`config.mk`:
```
export PLATFORM = sky130hd
export DESIGN_NAME = rtp_payload_packetizer
export DESIGN_NICKNAME = d
export VERILOG_FILES = /design/src/rtl/rtpp_pkg.sv /design/src/rtl/rtpp_regs.sv /design/src/rtl/rtpp_front.sv /design/src/rtl/rtpp_queue.sv /design/src/rtl/rtpp_back.sv /design/src/rtl/rtp_payload_packetizer.sv
export SDC_FILE = /design/constraint.sdc
export NUM_CORES = 1
export LEC_CHECK = 0
export BUFFER_PORTS_ARGS = -buffer_cell sky130_fd_sc_hd__buf_2
export CORE_UTILIZATION = 40
export DETAILED_ROUTE_END_ITERATION = 12
export PLACE_DENSITY = 0.6
export SLEW_MARGIN = 5
export SYNTH_ARGS = -nofsm -noshare
export SYNTH_HDL_FRONTEND = slang
export SYNTH_SLANG_ARGS = --single-unit
```
`constraint.sdc`:
```
create_clock -name clk -period 7.7 [get_ports clk]
set_input_delay 0.385 -clock clk [delete_from_list [all_inputs] [get_ports clk]]
set_output_delay 0.385 -clock clk [all_outputs]
set_load 0.02 [all_outputs]
```
`src/rtl/rtpp_pkg.sv`:
```
// Types and constants of the RTP payload packetizer.
package rtpp_pkg;

    localparam int FRAME_W         = 20;
    localparam int SEQ_W           = 16;
    localparam int TS_W            = 32;
    localparam int SSRC_W          = 32;
    localparam int PT_W            = 7;
    localparam int HDR_LEN         = 12;
    localparam int HDR_IDX_W       = 4;
    localparam int CHUNK_BYTES_DEF = 1024;
    localparam int QUEUE_DEPTH     = 4;
    localparam int APB_ADDR_W      = 3;
    localparam int APB_DATA_W      = 32;

    // Version 2, no padding, no extension, no CSRCs.
    localparam logic [7:0] RTP_BYTE0 = 8'h80;

    typedef enum logic {
        REG_SSRC = 1'b0,
        REG_PT   = 1'b1
    } reg_idx_t;

    typedef struct packed {
        logic [7:0]         data_byte;
        logic [FRAME_W-1:0] frame_length;
        logic [TS_W-1:0]    media_time;
    } in_item_t;

    typedef struct packed {
        logic [7:0] out_byte;
        logic       is_header;
        logic       packet_end;
        logic       frame_end;
        logic       run_last;
    } out_item_t;

    // One classified byte, handed from the front to the back.
    typedef struct packed {
        logic [7:0]       data_byte;
        logic [TS_W-1:0]  media_time;
        logic [SEQ_W-1:0] seq_num;
        logic             need_hdr;
        logic             marker;
        logic             packet_end;
        logic             frame_end;
    } q_entry_t;

    typedef struct packed {
        logic empty;
        logic full;
    } q_status_t;

    typedef struct packed {
        logic [SSRC_W-1:0] ssrc;
        logic [PT_W-1:0]   kind;
    } cfg_t;

endpackage

```
`src/rtl/rtpp_regs.sv`:
```
// APB configuration registers: SSRC and payload type.
module rtpp_regs
    import rtpp_pkg::*;
(
    input  logic                  clk,
    input  logic                  rst_n,
    input  logic                  psel,
    input  logic                  penable,
    input  logic                  pwrite,
    input  logic [APB_ADDR_W-1:0] paddr,
    input  logic [APB_DATA_W-1:0] pwdata,
    output logic [APB_DATA_W-1:0] prdata,
    output logic                  pready,
    output cfg_t                  cfg
);

    logic [SSRC_W-1:0] ssrc_reg;
    logic [PT_W-1:0]   kind_reg;
    reg_idx_t          reg_idx;
    logic              wr_en;

    assign pready  = 1'b1;
    assign reg_idx = reg_idx_t'(paddr[2]);
    assign wr_en   = psel && penable && pwrite;

    always_ff @(posedge clk or negedge rst_n)
    begin
        if (!rst_n)
        begin
            ssrc_reg <= '0;
            kind_reg <= '0;
        end
        else if (wr_en)
        begin
            unique case (reg_idx)
                REG_SSRC: ssrc_reg <= pwdata[SSRC_W-1:0];
                REG_PT:   kind_reg <= pwdata[PT_W-1:0];
                default:  ;
            endcase
        end
    end

    always_comb
    begin
        unique case (reg_idx)
            REG_SSRC: prdata = APB_DATA_W'(ssrc_reg);
            REG_PT:   prdata = APB_DATA_W'(kind_reg);
            default:  prdata = '0;
        endcase
    end

    assign cfg.ssrc = ssrc_reg;
    assign cfg.kind = kind_reg;

endmodule

```
`src/rtl/rtpp_front.sv`:
```
// Front end: takes payload beats, tracks frame and packet offsets, classifies each byte.
module rtpp_front
    import rtpp_pkg::*;
#(
    parameter int CHUNK_BYTES = CHUNK_BYTES_DEF
)
(
    input  logic      clk,
    input  logic      rst_n,
    input  logic      item_valid,
    output logic      item_stall,
    input  in_item_t  item,
    input  q_status_t q_stat,
    output logic      push,
    output q_entry_t  push_entry
);

    localparam int CHUNK_W = (CHUNK_BYTES > 1) ? $clog2(CHUNK_BYTES) : 1;

    logic [SEQ_W-1:0]   seq_reg,   seq_next;
    logic [FRAME_W-1:0] foff_reg,  foff_next;
    logic [CHUNK_W-1:0] coff_reg,  coff_next;

    logic [FRAME_W:0]   foff_plus1;
    logic [FRAME_W+1:0] foff_plus_chunk;
    logic               last_of_frame;
    logic               last_of_chunk;
    logic               need_hdr;
    logic               marker;
    logic [SEQ_W-1:0]   seq_inc;

    assign item_stall = q_stat.full;
    assign push       = item_valid && !q_stat.full;

    // remaining <= 1  <=>  length <= offset + 1 (also covers offset past length)
    assign foff_plus1      = {1'b0, foff_reg} + (FRAME_W+1)'(1);
    assign last_of_frame   = {1'b0, item.frame_length} <= foff_plus1;
    assign foff_plus_chunk = {2'b00, foff_reg} + (FRAME_W+2)'(CHUNK_BYTES);
    assign marker          = {2'b00, item.frame_length} <= foff_plus_chunk;
    assign last_of_chunk   = coff_reg == CHUNK_W'(CHUNK_BYTES - 1);
    assign need_hdr        = coff_reg == '0;
    assign seq_inc         = seq_reg + SEQ_W'(1);

    always_comb
    begin
        push_entry.data_byte  = item.data_byte;
        push_entry.media_time = item.media_time;
        push_entry.seq_num    = seq_inc;
        push_entry.need_hdr   = need_hdr;
        push_entry.marker     = marker;
        push_entry.packet_end = last_of_frame || last_of_chunk;
        push_entry.frame_end  = last_of_frame;
    end

    always_comb
    begin
        seq_next  = seq_reg;
        foff_next = foff_reg;
        coff_next = coff_reg;
        if (push)
        begin
            if (need_hdr)
            begin
                seq_next = seq_inc;
            end
            if (last_of_frame)
            begin
                foff_next = '0;
                coff_next = '0;
            end
            else
            begin
                foff_next = foff_plus1[FRAME_W-1:0];
                coff_next = last_of_chunk ? '0 : coff_reg + CHUNK_W'(1);
            end
        end
    end

    always_ff @(posedge clk or negedge rst_n)
    begin
        if (!rst_n)
        begin
            seq_reg  <= '0;
            foff_reg <= '0;
            coff_reg <= '0;
        end
        else
        begin
            seq_reg  <= seq_next;
            foff_reg <= foff_next;
            coff_reg <= coff_next;
        end
    end

endmodule

```
`src/rtl/rtpp_queue.sv`:
```
// Short FIFO of classified bytes between the front and the back.
module rtpp_queue
    import rtpp_pkg::*;
(
    input  logic      clk,
    input  logic      rst_n,
    input  logic      push,
    input  q_entry_t  push_entry,
    input  logic      pop,
    output q_entry_t  head,
    output q_status_t q_stat
);

    localparam int PTR_W = $clog2(QUEUE_DEPTH);
    localparam int CNT_W = $clog2(QUEUE_DEPTH + 1);

    q_entry_t           slots_reg [QUEUE_DEPTH];
    logic [PTR_W-1:0]   wr_ptr_reg, wr_ptr_next;
    logic [PTR_W-1:0]   rd_ptr_reg, rd_ptr_next;
    logic [CNT_W-1:0]   count_reg,  count_next;

    assign q_stat.empty = count_reg == '0;
    assign q_stat.full  = count_reg == CNT_W'(QUEUE_DEPTH);
    assign head         = slots_reg[rd_ptr_reg];

    always_comb
    begin
        wr_ptr_next = push ? wr_ptr_reg + PTR_W'(1) : wr_ptr_reg;
        rd_ptr_next = pop  ? rd_ptr_reg + PTR_W'(1) : rd_ptr_reg;
        count_next  = count_reg;
        if (push && !pop)
        begin
            count_next = count_reg + CNT_W'(1);
        end
        else if (pop && !push)
        begin
            count_next = count_reg - CNT_W'(1);
        end
    end

    always_ff @(posedge clk or negedge rst_n)
    begin
        if (!rst_n)
        begin
            wr_ptr_reg <= '0;
            rd_ptr_reg <= '0;
            count_reg  <= '0;
        end
        else
        begin
            wr_ptr_reg <= wr_ptr_next;
            rd_ptr_reg <= rd_ptr_next;
            count_reg  <= count_next;
        end
    end

    always_ff @(posedge clk)
    begin
        if (push)
        begin
            slots_reg[wr_ptr_reg] <= push_entry;
        end
    end

endmodule

```
`src/rtl/rtpp_back.sv`:
```
// Back end: expands each queued byte into header beats plus the payload beat.
module rtpp_back
    import rtpp_pkg::*;
(
    input  logic      clk,
    input  logic      rst_n,
    input  q_entry_t  head,
    input  q_status_t q_stat,
    input  cfg_t      cfg,
    output logic      pop,
    output logic      result_valid,
    input  logic      result_stall,
    output out_item_t result
);

    logic [HDR_IDX_W-1:0] idx_reg, idx_next;
    logic                 valid_reg, valid_next;
    out_item_t            beat_reg, beat_next;
    logic                 load;
    logic                 payload_beat;
    logic [7:0]           hdr_byte;

    assign load         = !q_stat.empty && (!valid_reg || !result_stall);
    assign payload_beat = !head.need_hdr || (idx_reg == HDR_IDX_W'(HDR_LEN));
    assign pop          = load && payload_beat;

    always_comb
    begin
        case (idx_reg)
            4'd0:    hdr_byte = RTP_BYTE0;
            4'd1:    hdr_byte = {head.marker, cfg.kind};
            4'd2:    hdr_byte = head.seq_num[15:8];
            4'd3:    hdr_byte = head.seq_num[7:0];
            4'd4:    hdr_byte = head.media_time[31:24];
            4'd5:    hdr_byte = head.media_time[23:16];
            4'd6:    hdr_byte = head.media_time[15:8];
            4'd7:    hdr_byte = head.media_time[7:0];
            4'd8:    hdr_byte = cfg.ssrc[31:24];
            4'd9:    hdr_byte = cfg.ssrc[23:16];
            4'd10:   hdr_byte = cfg.ssrc[15:8];
            4'd11:   hdr_byte = cfg.ssrc[7:0];
            default: hdr_byte = RTP_BYTE0;
        endcase
    end

    always_comb
    begin
        idx_next   = idx_reg;
        valid_next = valid_reg;
        beat_next  = beat_reg;
        if (load)
        begin
            valid_next = 1'b1;
            if (payload_beat)
            begin
                idx_next             = '0;
                beat_next.out_byte   = head.data_byte;
                beat_next.is_header  = 1'b0;
                beat_next.packet_end = head.packet_end;
                beat_next.frame_end  = head.frame_end;
                beat_next.run_last   = 1'b1;
            end
            else
            begin
                idx_next             = idx_reg + HDR_IDX_W'(1);
                beat_next.out_byte   = hdr_byte;
                beat_next.is_header  = 1'b1;
                beat_next.packet_end = 1'b0;
                beat_next.frame_end  = 1'b0;
                beat_next.run_last   = 1'b0;
            end
        end
        else if (!result_stall)
        begin
            valid_next = 1'b0;
        end
    end

    always_ff @(posedge clk or negedge rst_n)
    begin
        if (!rst_n)
        begin
            idx_reg   <= '0;
            valid_reg <= 1'b0;
        end
        else
        begin
            idx_reg   <= idx_next;
            valid_reg <= valid_next;
        end
    end

    always_ff @(posedge clk)
    begin
        beat_reg <= beat_next;
    end

    assign result_valid = valid_reg;
    assign result       = beat_reg;

endmodule

```
`src/rtl/rtp_payload_packetizer.sv`:
```
// Top level of the RTP payload packetizer.
//
//  channel  | handshake                   | payload
//  ---------+-----------------------------+------------------------------------
//  item     | item_valid / item_stall     | data_byte, frame_length, media_time
//  result   | result_valid / result_stall | out_byte, is_header, packet_end,
//           |                             | frame_end, run_last
//  config   | psel/penable/pwrite, pready | paddr, pwdata, prdata
//
// A byte that opens a packet yields 13 output beats (12 header + payload), any
// other byte one beat; the output register emits one beat per cycle unless stalled.
// The front takes one byte per cycle while the 4-entry queue has room.
// An accepted byte goes into the queue, then into the back end's output register.
// Reset clears offsets, sequence number, queue and output valid; no clearing pass.
// A stalled result holds; the front keeps taking bytes until the queue fills.
module rtp_payload_packetizer
    import rtpp_pkg::*;
#(
    parameter int CHUNK_BYTES = CHUNK_BYTES_DEF
)
(
    input  logic                  clk,
    input  logic                  rst_n,
    input  logic                  item_valid,
    output logic                  item_stall,
    input  in_item_t              item,
    output logic                  result_valid,
    input  logic                  result_stall,
    output out_item_t             result,
    input  logic                  psel,
    input  logic                  penable,
    input  logic                  pwrite,
    input  logic [APB_ADDR_W-1:0] paddr,
    input  logic [APB_DATA_W-1:0] pwdata,
    output logic [APB_DATA_W-1:0] prdata,
    output logic                  pready
);

    cfg_t      cfg;
    q_status_t q_stat;
    q_entry_t  push_entry;
    q_entry_t  head;
    logic      push;
    logic      pop;

    rtpp_regs u_regs (
        .clk     (clk),
        .rst_n   (rst_n),
        .psel    (psel),
        .penable (penable),
        .pwrite  (pwrite),
        .paddr   (paddr),
        .pwdata  (pwdata),
        .prdata  (prdata),
        .pready  (pready),
        .cfg     (cfg)
    );

    rtpp_front #(
        .CHUNK_BYTES (CHUNK_BYTES)
    ) u_front (
        .clk        (clk),
        .rst_n      (rst_n),
        .item_valid (item_valid),
        .item_stall (item_stall),
        .item       (item),
        .q_stat     (q_stat),
        .push       (push),
        .push_entry (push_entry)
    );

    rtpp_queue u_queue (
        .clk        (clk),
        .rst_n      (rst_n),
        .push       (push),
        .push_entry (push_entry),
        .pop        (pop),
        .head       (head),
        .q_stat     (q_stat)
    );

    rtpp_back u_back (
        .clk          (clk),
        .rst_n        (rst_n),
        .head         (head),
        .q_stat       (q_stat),
        .cfg          (cfg),
        .pop          (pop),
        .result_valid (result_valid),
        .result_stall (result_stall),
        .result       (result)
    );

endmodule

```
## Word level (Yosys, flattened, before mapping)

Memory sizes are Yosys's and may differ from the RTL's.
Index checks and enable logic that the tools add are counted.

- Input port bits: 102
- Flip-flop bits (word level): 109
- Memories kept: 1
- Output and inout port bits: 47
- Bits in writable memories: 240
- Logic and storage cells: 79

Memories:

| name | depth | width | rd ports | clocked after Yosys merged registers in | wr ports | RTL line | RTL |
|---|---|---|---|---|---|---|---|
| u_queue.slots_reg | 4 | 60 | 1 | 0 | 1 | rtpp_queue.sv:17 | `q_entry_t slots_reg [QUEUE_DEPTH];` |

- Equal/unequal tests: 15
- Bitwise logic cells: 1
- Add/subtract/negate cells: 9
- Magnitude comparators: 2
- Multiplexer cells: 13
- Reduce and logical (&&, ||, !) cells: 23

Operators with widths:

| kind | number |
|---|---|
| one-hot mux 8 bit (11 select lines) | 1 |
| one-hot mux 32 bit (2 select lines) | 1 |
| <= comparator 20 x 22 -> 1 bit | 1 |
| adder 20 x 1 -> 21 bit, second input constant | 1 |
| adder 20 x 11 -> 21 bit, second input constant | 1 |
| <= comparator 20 x 21 -> 1 bit | 1 |
| equality test 4 bit, second input constant | 5 |
| 2-to-1 mux 10 bit | 2 |
| 2-to-1 mux 20 bit | 1 |
| adder 16 x 1 -> 16 bit, second input constant | 1 |
| equality test 4 x 3 -> 1 bit, second input constant | 4 |
| 2-to-1 mux 12 bit | 1 |
| adder 10 x 1 -> 10 bit, second input constant | 1 |
| equality test 10 bit, second input constant | 1 |
| zero test 10 bit | 1 |
| equality test 4 x 2 -> 1 bit, second input constant | 2 |
| logical AND 1 bit | 7 |
| zero test 1 bit | 7 |
| 2-to-1 mux 3 bit | 2 |
| AND reduction 2 bit | 3 |
| adder 2 x 1 -> 2 bit, second input constant | 2 |
| adder 4 x 1 -> 4 bit, second input constant | 1 |
| equality test 4 x 1 -> 1 bit, second input constant | 1 |
| 2-to-1 mux 1 bit | 4 |
| 9 further kinds | 11 |

## Depth between registers and ports, before layout

Gate-level depths: netlist of run 1.

- Word-level depth: 7
- Depth in mapped cells: 16
- Depth with buffers taken out: 14

## Modules after synthesis

From an unflattened synthesis of run 1, not the netlist that was laid out.

- Cells, all modules: 1079
- Area, all modules: 16490.8 µm²

By module, submodules not included:

| module | cells each | area each (µm²) | times used | seq. area each (µm²) |
|---|---|---|---|---|
| rtpp_queue | 348 | 9121.2 | 1 | 7382.1 |
| rtpp_front | 458 | 4052.6 | 1 | 1151.1 |
| rtpp_regs | 121 | 1855.5 | 1 | 975.9 |
| rtpp_back | 152 | 1461.4 | 1 | 485.5 |

## Worst setup path before layout of run 1

No wires, ideal clock.

- Path kind: register to register
- Start point: reg u_front.foff_reg[0]
- End point: reg u_front.coff_reg[3]
- Stages on the path, launching flop included: 15
- Period minus slack after synthesis: 3.544 ns
- Slack: 4.156 ns
- Library setup time: 0.087 ns
- Data arrival time: 3.457 ns
- Path buffers: 1
- Required time: 7.613 ns
- Cells stage by stage: dfrtp_1 -> ha_1 -> nand3_1 -> nor3_2 -> nand4_1 -> xor2_1 -> ha_1 -> nand3_2 -> o221ai_1 -> nor3_1 -> a311o_1 -> or2_0 -> buf_2 -> or4_1 -> o211ai_1

- Cells in the longest elaborated chain, start to end: 3

Ends and longest elaborated chain:

| element | RTL line | RTL |
|---|---|---|
| from (decl) | rtpp_front.sv:21 | `logic [FRAME_W-1:0] foff_reg, foff_next;` |
| from (signal assigned) | rtpp_front.sv:90 | `foff_reg <= foff_next;` |
| adder 20 x 1 -> 21 bit | rtpp_front.sv:36 | `assign foff_plus1 = {1'b0, foff_reg} + (FRAME_W+1)'(1);` |
| <= comparator 20 x 21 -> 1 bit | rtpp_front.sv:37 | `assign last_of_frame = {1'b0, item.frame_length} <= foff_plus1;` |
| 2-to-1 mux 10 bit | rtpp_front.sv:66 | `if (last_of_frame)` |
| to (signal assigned) | rtpp_front.sv:91 | `coff_reg <= coff_next;` |
| to (decl) | rtpp_front.sv:22 | `logic [CHUNK_W-1:0] coff_reg, coff_next;` |

No other way between the ends.
A chain may end at the register's enable or synchronous reset.

## Worst setup path after layout of run 1

Same ends and word-level chain as after synthesis.

==> results of run 1 <==
## worst max-delay path, stage by stage, from the launching register on
cell,delay [ns]
dfrtp_1,0.47
ha_1,0.27
nand3_1,0.21
nor3_2,0.55
nand4_1,0.19
xor2_1,0.24
ha_1,0.30
a21oi_1,0.14
o221ai_1,0.16
or3_1,0.41
nor3_2,0.35
or2_0,0.17
buf_4,0.31
a31o_2,0.30
o211ai_1,0.14
## path summary, 6_finish.rpt
check,from,cells after the start,slack (ns),to
min in group asynchronous,rst_n,2,0.37,u_regs.ssrc_reg[11]
worst max register to register,u_front.foff_reg[0],14,3.34,u_front.coff_reg[3]
worst min-delay path,item[55],1,0.08,u_queue.slots_reg[3][55]
worst max-delay path,u_front.foff_reg[0],14,3.34,u_front.coff_reg[3]
max in group asynchronous,rst_n,3,5.95,u_queue.rd_ptr_reg[0]
worst min register to register,u_front.seq_reg[15],1,0.49,u_front.seq_reg[15]
## cell usage in the layout, fill, tap and decap left out, drive strengths merged, types with 26 or more instances in the layout
| cell | n |
|---|---|
| nor2b | 30 |
| xor2 | 26 |
| nand2 | 90 |
| mux2 | 54 |
| buf | 160 |
| xnor2 | 35 |
| nand3 | 34 |
| dfrtp | 97 |
| mux4 | 60 |
| inv | 30 |
| o21ai | 28 |
| edfxtp | 252 |
| a21oi | 28 |
| clkbuf | 52 |
| ha | 54 |
| nor2 | 31 |
## logic make-up after synthesis
family / Yosys count / share of synthesized area, %
other cells: 1 / 0.02380
mux: 115 / 12.50
fa+ha+maj: 55 / 4.416
xor+xnor: 61 / 3.391
compound gates: 142 / 6.139
simple gates: 253 / 7.973
buf+inv: 81 / 2.120
flops: 349 / 63.44
## layout make-up
class / count / area share [%]
Clock buffer: 52 / 5.879
Clock inverter: 19 / 1.099
Inverter: 30 / 0.6145
Multi-Input combinational cell: 627 / 29.66
Sequential cell: 349 / 54.57
Tap cell: 518 / 3.537
Timing Repair Buffer: 161 / 4.643
## power groups by stage
stage | logic (mW) | clock network, mW | registers [mW]
6_report | 1.75 | 1.84 | 2.73
2_1_floorplan | 1.28 | 0 | 2.69
4_1_cts | 1.80 | 1.89 | 2.74
3_5_place_dp | 1.79 | 0 | 2.77
3_3_place_gp | 1.78 | 0 | 2.76
5_1_grt | 1.92 | 1.96 | 2.78
## what timing repair did
item                      in CTS  in global routing
buffers inserted               0                  0
hold buffers                   1                  0
hold endpoints to repair      34                  0
## per-stage QoR
step	cells	worst slack [ns]
floorplan	1057	4.156
global placement	1684	3.376
detailed placement	1684	3.325
CTS	1756	3.290
global route	1756	3.028
finish	1756	3.342
## routing by layer
layer | global-route usage (%) | up-vias | part of all wire (%)
met4 | 3.953 | 0 | 1.4
li1 | - | 4349 | -
met2 | 28.72 | 243 | 48
met3 | 2.776 | 37 | 4.8
met1 | 23.62 | 4590 | 46
met5 | 0 | - | 0
==> impl_metrics.py, run 1 <==
metrics = {
    "power": {
        "power.clock.fraction_pct": 29.1,
        "power_mw": 6.328,
        "power.switching_mw": 1.972,
        "comb_power_share_pct": 27.7,
        "power_leakage_nw": 6.946,
        "vdd_ir_drop_max_mv": 0.2180,
        "p_sw_share_pct": 31.17,
        "power.density_nw_per_um2": 345.3,
        "p_int_mw": 4.356,
        "seqPwrFrac_pct": 43.2,
    },
    "logic_synthesis": {
        "synth_cell_types": 61,
        "yosys_register_bits": 349,
        "synth_area_leader_cell": "edfxtp_1",
        "synthTopCellsByArea": "edfxtp_1 48%, dfrtp_1 15%, mux4_2 8.6%",
        "synth_top_flop_cell": "edfxtp_1",
        "async_reset_ff_share_pct": 27.79,
        "ys.warnings.count": 0,
        "synth-edff-count": 252,
        "syn_inst": 1057,
        "synth_most_common_cell": "edfxtp_1",
        "synth_top_area_share_pct": 48.03,
        "synth_seq_area_share_pct": 63.44,
        "syn_nets": 1214,
        "syn_avg_cell_area_um2": 14.91,
        "yosys-top-cells-count": "252 x edfxtp_1, 97 x dfrtp_1, 90 x nand2_1",
        "netlist_area_um2": 15760,
    },
    "route": {
        "wl_per_cell_um": 19.48,
        "drt_iter0_drc": 618,
        "routed_wl_um": 34210,
        "drt_pass1_iterations": 5,
        "ant_nets": 0,
        "vias": 9219,
        "post-route-drc-count": 0,
        "via_per_inst": 5.250,
    },
    "timing": {
        "rsz0062_at_grt": "false",
        "slew_headroom_pct": 32.31,
        "period_share_pct": 56.60,
        "finalSetupViolations": 0,
        "hold_viol_final": 0,
        "worstMarginPinSlew_ns": 1.015,
        "holdWs_ns": 0.07745,
        "fmax_ghz": 0.2295,
        "skew_ns": 0.01097,
        "slew_viol_final": 0,
        "setup_tns_ns": 0,
        "fin_crit_ns": 4.358,
    },
    "clocking": {
        "clk_path_buf_depth": 3,
        "numCtsBuffers": 39,
        "clock_latency_ns": 0.52,
        "cts_resized": 0,
        "h-tree-depth": 2,
        "clkTransAtPathRegs_ns": 0.06,
        "cts_root_buf": "clkbuf_16",
        "cts.sinks": 349,
        "cts_tree": "built",
    },
    "worst_setup_path": {
        "critPathRequiredTime_ns": 8.08,
        "start_kind": "register",
        "worstSetupEndpointType": "register",
        "path_class": "register to register",
        "crit_arrival_ns": 4.74,
        "crit_fanout": 27,
    },
    "die": {
        "die_y_um": 200.5,
        "core_area_um2": 38740,
        "dieArea_um2": 40190,
        "rows": 72,
        "start_util_pct": 40.67,
        "io-pin-count": 149,
        "die-width_um": 200.5,
    },
    "final_layout": {
        "drive_gt1_share_pct": 27.87,
        "largest_reg_flops": 240,
        "area_delta_synth_final_pct": 16.31,
        "multi_input_area_um2": 5435,
        "ff_latch_area_um2": 10000,
        "final_area_um2": 18330,
        "n_antenna_cell": 0,
        "final_util_pct": 47.31,
        "fillerInstances": 3402,
        "finalNetCount": 1365,
    },
    "global_routing": {
        "antenna_found_initial": 0,
        "grt_usage_pct": 17.19,
        "grt_pass1_vias": 9186,
        "grt_pass1_wl_um": 53700,
        "grt_max_degree": 64,
        "grt_overflow": 0,
    },
    "place": {
        "port_buffers": 145,
        "dpl.hpwl_um": 21940,
        "place_congestion": 0.8159,
        "dpl_cell_area_um2": 17040,
    },
    "status": {
        "status": "completed",
    },
    "hold_path": {
        "hp-class": "input port to register",
    },
    "job": {
        "cap_violations": 0,
    },
}
No activity file was read; power rests on OpenSTA's default activity.
==> run 2: changes to the inputs <==
PLACE_DENSITY = 0.62   (was 0.6)
clock period = 3.8 ns   (was 7.7 ns; I/O delays follow)
==> run 2 against run 1 <==
Sequential share of layout area decreased by 2.6 points. Clock power rose by 89%. Count of clock-buffer cells in the layout is 6 lower. Final cell count is 5.7% higher. Non-clock buffer count is 101 higher. Core utilization increased by 2.4 points.
==> impl_metrics.py, run 2 (synthesis gave the netlist of run 1 again) <==
metrics = {
    "status": {
        "status": "completed",
    },
    "die": {
        "rows": 72,
        "dieArea_um2": 40190,
        "die_y_um": 200.5,
        "core_area_um2": 38740,
        "io-pin-count": 149,
        "start_util_pct": 40.67,
        "die-width_um": 200.5,
    },
    "hold_path": {
        "holdPathEnd": "u_front.coff_reg[1]",
        "holdPathStages": 5,
        "hold_path.startpoint": "item_valid",
        "hp-class": "input port to register",
    },
    "route": {
        "vias": 9862,
        "post-route-drc-count": 0,
        "via_per_inst": 5.314,
        "ant_nets": 0,
        "drt_pass1_iterations": 5,
        "drt_iter0_drc": 716,
        "wl_per_cell_um": 19.48,
        "routed_wl_um": 36160,
    },
    "place": {
        "dpl_cell_area_um2": 17240,
        "port_buffers": 145,
        "place_congestion": 0.8649,
        "place_worst_setup_slack_ns": 0.07469,
        "place_inst": 1710,
        "dpl.hpwl_um": 23470,
    },
    "clocking": {
        "clock_latency_ns": 0.54,
        "h-tree-depth": 2,
        "cts_tree": "built",
        "cts_root_buf": "clkbuf_16",
        "clkTransAtPathRegs_ns": 0.06,
        "clk_path_buf_depth": 3,
        "numCtsBuffers": 38,
        "cts.sinks": 349,
    },
    "power": {
        "power.switching_mw": 4.156,
        "power_mw": 12.86,
        "p_int_mw": 8.700,
        "power.density_nw_per_um2": 667.8,
        "p_sw_share_pct": 32.33,
        "comb_power_share_pct": 30.0,
        "vdd_ir_drop_max_mv": 0.3505,
        "power.clock.fraction_pct": 27.0,
        "seqPwrFrac_pct": 43.0,
        "power_leakage_nw": 7.372,
    },
    "timing": {
        "hold_viol_final": 0,
        "fin_crit_ns": 3.600,
        "worstMarginPinSlew_ns": 0.9567,
        "finalWorstSetupSlack_ns": 0.2002,
        "period_share_pct": 94.73,
        "slew_viol_final": 0,
        "finalSetupViolations": 0,
        "skew_ns": 0.03590,
        "fmax_ghz": 0.2778,
        "slew_headroom_pct": 36.22,
    },
    "global_routing": {
        "grt_pass1_vias": 10200,
        "grt_max_degree": 65,
        "grt_overflow": 0,
        "grt_usage_pct": 18.10,
        "antenna_found_initial": 0,
        "grt_pass1_wl_um": 56900,
    },
    "worst_setup_path": {
        "start_kind": "register",
        "reg2reg_from": "u_front.foff_reg[0]",
        "critPathRequiredTime_ns": 4.23,
        "path_class": "register to register",
        "crit_arrival_ns": 4.03,
        "r2r.worst_path.cells": 14,
        "cp_slowest_cell": "or4_1",
        "cp_cell_sequence": "nand3_1 > nor3_2 > nand2_1 > or4_1 > xnor2_1 > ha_1 > nand4_1 > or2_2 > a31oi_1 > nor3_2 > or2_0 > buf_6 > or4_1 > o211ai_1",
        "crit_cells": 14,
        "crit_fanout": 15,
        "critPathTopFamily": "simple AND/OR/NAND/NOR gates",
        "critPathBufInv": 1,
        "r2r_setup_slack_ns": 0.20,
        "slowest_delay_ns": 0.50,
        "worstSetupEndpointType": "register",
        "timing.rr.end": "u_front.coff_reg[3]",
    },
    "final_layout": {
        "final_area_um2": 19250,
        "n_antenna_cell": 0,
        "layout_common_cells": "252 x edfxtp_1, 144 x buf_2, 93 x dfrtp_1",
        "area_delta_synth_final_pct": 22.18,
        "drive_gt1_share_pct": 28.92,
        "finalNetCount": 1465,
        "layout_commonest_cell": "edfxtp_1",
        "largest_reg_flops": 240,
        "instances_no_fill": 1856,
    },
    "job": {
        "cap_violations": 0,
    },
}
run 2: repair_timing:
action | CTS | global route
setup buffers | 0 | 2
gates resized for setup | 0 | 16
hold endpoints to repair | 263 | 0
endpoints found under the setup margin | 0 | 15
hold buffers | 74 | 0
run 2: how the worst max path moves through the flow:
stage | endpoint | slack, ns | start
floorplan | u_front.coff_reg[3] | 0.26 | u_front.foff_reg[0]
global placement | u_front.coff_reg[3] | 0.16 | u_front.foff_reg[2]
detailed placement | u_front.coff_reg[3] | 0.07 | u_front.foff_reg[2]
CTS | u_front.coff_reg[3] | 0.04 | u_front.foff_reg[2]
global route | u_front.coff_reg[3] | -0.003 | u_front.foff_reg[0]
finish | u_front.coff_reg[3] | 0.20 | u_front.foff_reg[0]
run 2: metrics by stage:
step	hold WS [ns]	TNS, ns	utilization, %
3_3_place_gp	0.3660	0	44.52
4_1_cts	0.2578	0	49.47
6_report	0.2383	0	49.69
5_1_grt	0.2741	-0.003266	49.69
2_1_floorplan	-0.1056	0	-
3_5_place_dp	0.3644	0	44.52
run 2: power by group through the flow:
stage	Combinational, mW	Clock (mW)	Sequential, mW
floorplan	2.58	0	5.46
CTS	3.91	3.55	5.54
detailed placement	3.83	0	5.61
global placement	3.78	0	5.58
finish	3.86	3.47	5.53
global route	4.18	3.70	5.62
run 2: layout make-up:
type | count | area (µm²)
inverters | 30 | 112.6
flip-flops and latches | 349 | 10000
clock inverters | 24 | 167.7
fillers | 3320 | 19490
multi-input cells | 627 | 5499
well taps | 518 | 648.1
clock buffers | 46 | 1012
repair buffers | 262 | 1808
run 2: layer usage:
| layer | wire [µm] | vias to the layer above | track usage (%) |
|---|---|---|---|
| met1 | 15900 | 4972 | 24.40 |
| met5 | 0 | - | 0 |
| li1 | - | 4554 | - |
| met4 | 681 | 0 | 4.607 |
| met3 | 1714 | 48 | 2.695 |
| met2 | 17860 | 288 | 30.74 |
run 2: worst min-delay path: cells and delay by family:
family          cells  cell delay, ns
compound gates      1            0.06
simple gates        2            0.20
buf+inv             2            0.27
==> run 3: changes to the inputs <==
CORE_MARGIN = 2   (was unset)
SLEW_MARGIN = 15   (was 5)
==> run 3 against run 2 <==
Hold slack got worse by 0.040 ns. Highest routed layer unchanged. Critical endpoint unchanged. Flip-flop and latch count stayed put. Clock power is 8.6% higher. Combinational power barely moved. First-iteration DRC count grew 8.1%. Count of clock-buffer cells in the layout rose by 2. Global-route usage shrank 0.40 points.
==> impl_metrics.py, run 3 (synthesis gave the netlist of run 1 again) <==
metrics = {
    "clocking": {
        "numCtsBuffers": 39,
        "cts_root_buf": "clkbuf_16",
        "h-tree-depth": 2,
        "cts_tree": "built",
        "clkTransAtPathRegs_ns": 0.06,
        "clock_latency_ns": 0.54,
        "clk_path_buf_depth": 3,
        "cts.sinks": 349,
    },
    "final_layout": {
        "final_area_um2": 19370,
        "layout_commonest_cell": "edfxtp_1",
        "ff_latch_area_um2": 10000,
        "instances_no_fill": 1857,
        "layout_common_cells": "252 x edfxtp_1, 144 x buf_2, 94 x dfrtp_1",
        "fillerInstances": 3286,
        "final_util_pct": 50.00,
        "finalNetCount": 1465,
        "multi_input_area_um2": 5495,
        "n_antenna_cell": 0,
        "drive_gt1_share_pct": 29.05,
        "largest_reg_flops": 240,
        "area_delta_synth_final_pct": 22.94,
    },
    "worst_setup_path": {
        "crit_path_start": "u_front.foff_reg[10]",
        "timing.rr.end": "u_front.coff_reg[3]",
        "critPathRequiredTime_ns": 4.24,
        "slowest_delay_ns": 0.49,
        "path_class": "register to register",
        "cp_slowest_cell": "or4_1",
        "r2r_setup_slack_ns": 0.17,
        "worstSetupEndpointType": "register",
        "crit_fanout": 6,
        "r2r.worst_path.cells": 15,
        "cp_cell_sequence": "and3_4 > nand3_1 > inv_1 > nand3_1 > nor3_2 > xnor2_1 > ha_1 > nand3_2 > nor3_2 > nor3_1 > a311o_1 > or2_1 > buf_4 > or4_1 > o211ai_1",
        "crit_arrival_ns": 4.07,
        "reg2reg_from": "u_front.foff_reg[10]",
        "start_kind": "register",
    },
    "place": {
        "port_buffers": 145,
        "place_congestion": 0.8114,
        "place_inst": 1709,
        "dpl_cell_area_um2": 17250,
        "place_worst_setup_slack_ns": 0.06348,
        "dpl.hpwl_um": 23170,
    },
    "global_routing": {
        "grt_usage_pct": 17.69,
        "grt_pass1_wl_um": 56900,
        "grt_max_degree": 61,
        "grt_overflow": 0,
        "antenna_found_initial": 0,
        "grt_pass1_vias": 10140,
    },
    "timing": {
        "period_share_pct": 95.57,
        "fin_crit_ns": 3.632,
        "finalSetupViolations": 0,
        "fmax_ghz": 0.2754,
        "slew_viol_final": 0,
        "holdWs_ns": 0.1984,
        "slew_headroom_pct": 32.33,
        "worstMarginPinSlew_ns": 1.015,
        "finalWorstSetupSlack_ns": 0.1684,
        "skew_ns": 0.02713,
        "setup_tns_ns": 0,
        "hold_viol_final": 0,
    },
    "die": {
        "die-width_um": 202.5,
        "dieArea_um2": 40990,
        "die_y_um": 202.5,
        "io-pin-count": 149,
        "rows": 72,
        "core_area_um2": 38740,
        "start_util_pct": 40.67,
    },
    "route": {
        "via_per_inst": 5.220,
        "vias": 9694,
        "routed_wl_um": 35780,
        "ant_nets": 0,
        "post-route-drc-count": 0,
        "wl_per_cell_um": 19.26,
        "drt_iter0_drc": 774,
        "drt_pass1_iterations": 5,
    },
    "power": {
        "vdd_ir_drop_max_mv": 0.3740,
        "power_mw": 13.12,
        "power_leakage_nw": 7.444,
        "power.density_nw_per_um2": 677.6,
    },
    "hold_path": {
        "hp-class": "input port to async pin",
    },
    "job": {
        "cap_violations": 0,
    },
    "status": {
        "status": "completed",
    },
}
-- run 3: routing by layer --
metal	wire length, µm	track usage [%]	vias up
li1	-	-	4547
met1	15880	23.61	4870
met2	17690	30.42	230
met3	1547	2.761	47
met4	658	4.406	0
met5	0	0	-
-- run 3: what timing repair did --
action / in CTS / in global routing
setup endpoints to repair: 0 / 32
setup buffers: 0 / 2
gates resized for setup: 0 / 14
hold buffers: 74 / 0
endpoints found under the hold margin: 239 / 0
-- run 3: power breakdown --
group	total [mW]	internal, mW	switching [mW]
clock	3.77	2.26	1.51
sequential	5.50	5.06	0.443
combinational	3.85	1.67	2.19
-- run 3: area by class of cell --
type | instances | area share, %
multi-input combinational | 627 | 28.37
clock inverter | 24 | 1.298
timing repair buffer | 261 | 9.341
sequential | 349 | 51.63
clock buffer | 48 | 5.426
inverter | 30 | 0.5814
tap | 518 | 3.346
-- run 3: worst max path at each step --
stage	to	slack, ns	cells past startpoint
6_report	u_front.coff_reg[3]	0.17	15
5_1_grt	u_front.coff_reg[3]	-0.06	15
4_1_cts	u_front.coff_reg[3]	0.06	15
3_5_place_dp	u_front.coff_reg[3]	0.06	15
3_3_place_gp	u_front.coff_reg[3]	0.12	15
2_1_floorplan	u_front.coff_reg[3]	0.26	14
-- run 3: worst max-delay path: cells and delay by family (launching register included) --
kind | cells | cell delay (ns)
buf+inv | 2 | 0.25
xor+xnor | 1 | 0.11
fa+ha+maj | 1 | 0.32
flops | 1 | 0.42
compound gates | 2 | 0.46
simple gates | 9 | 2.01
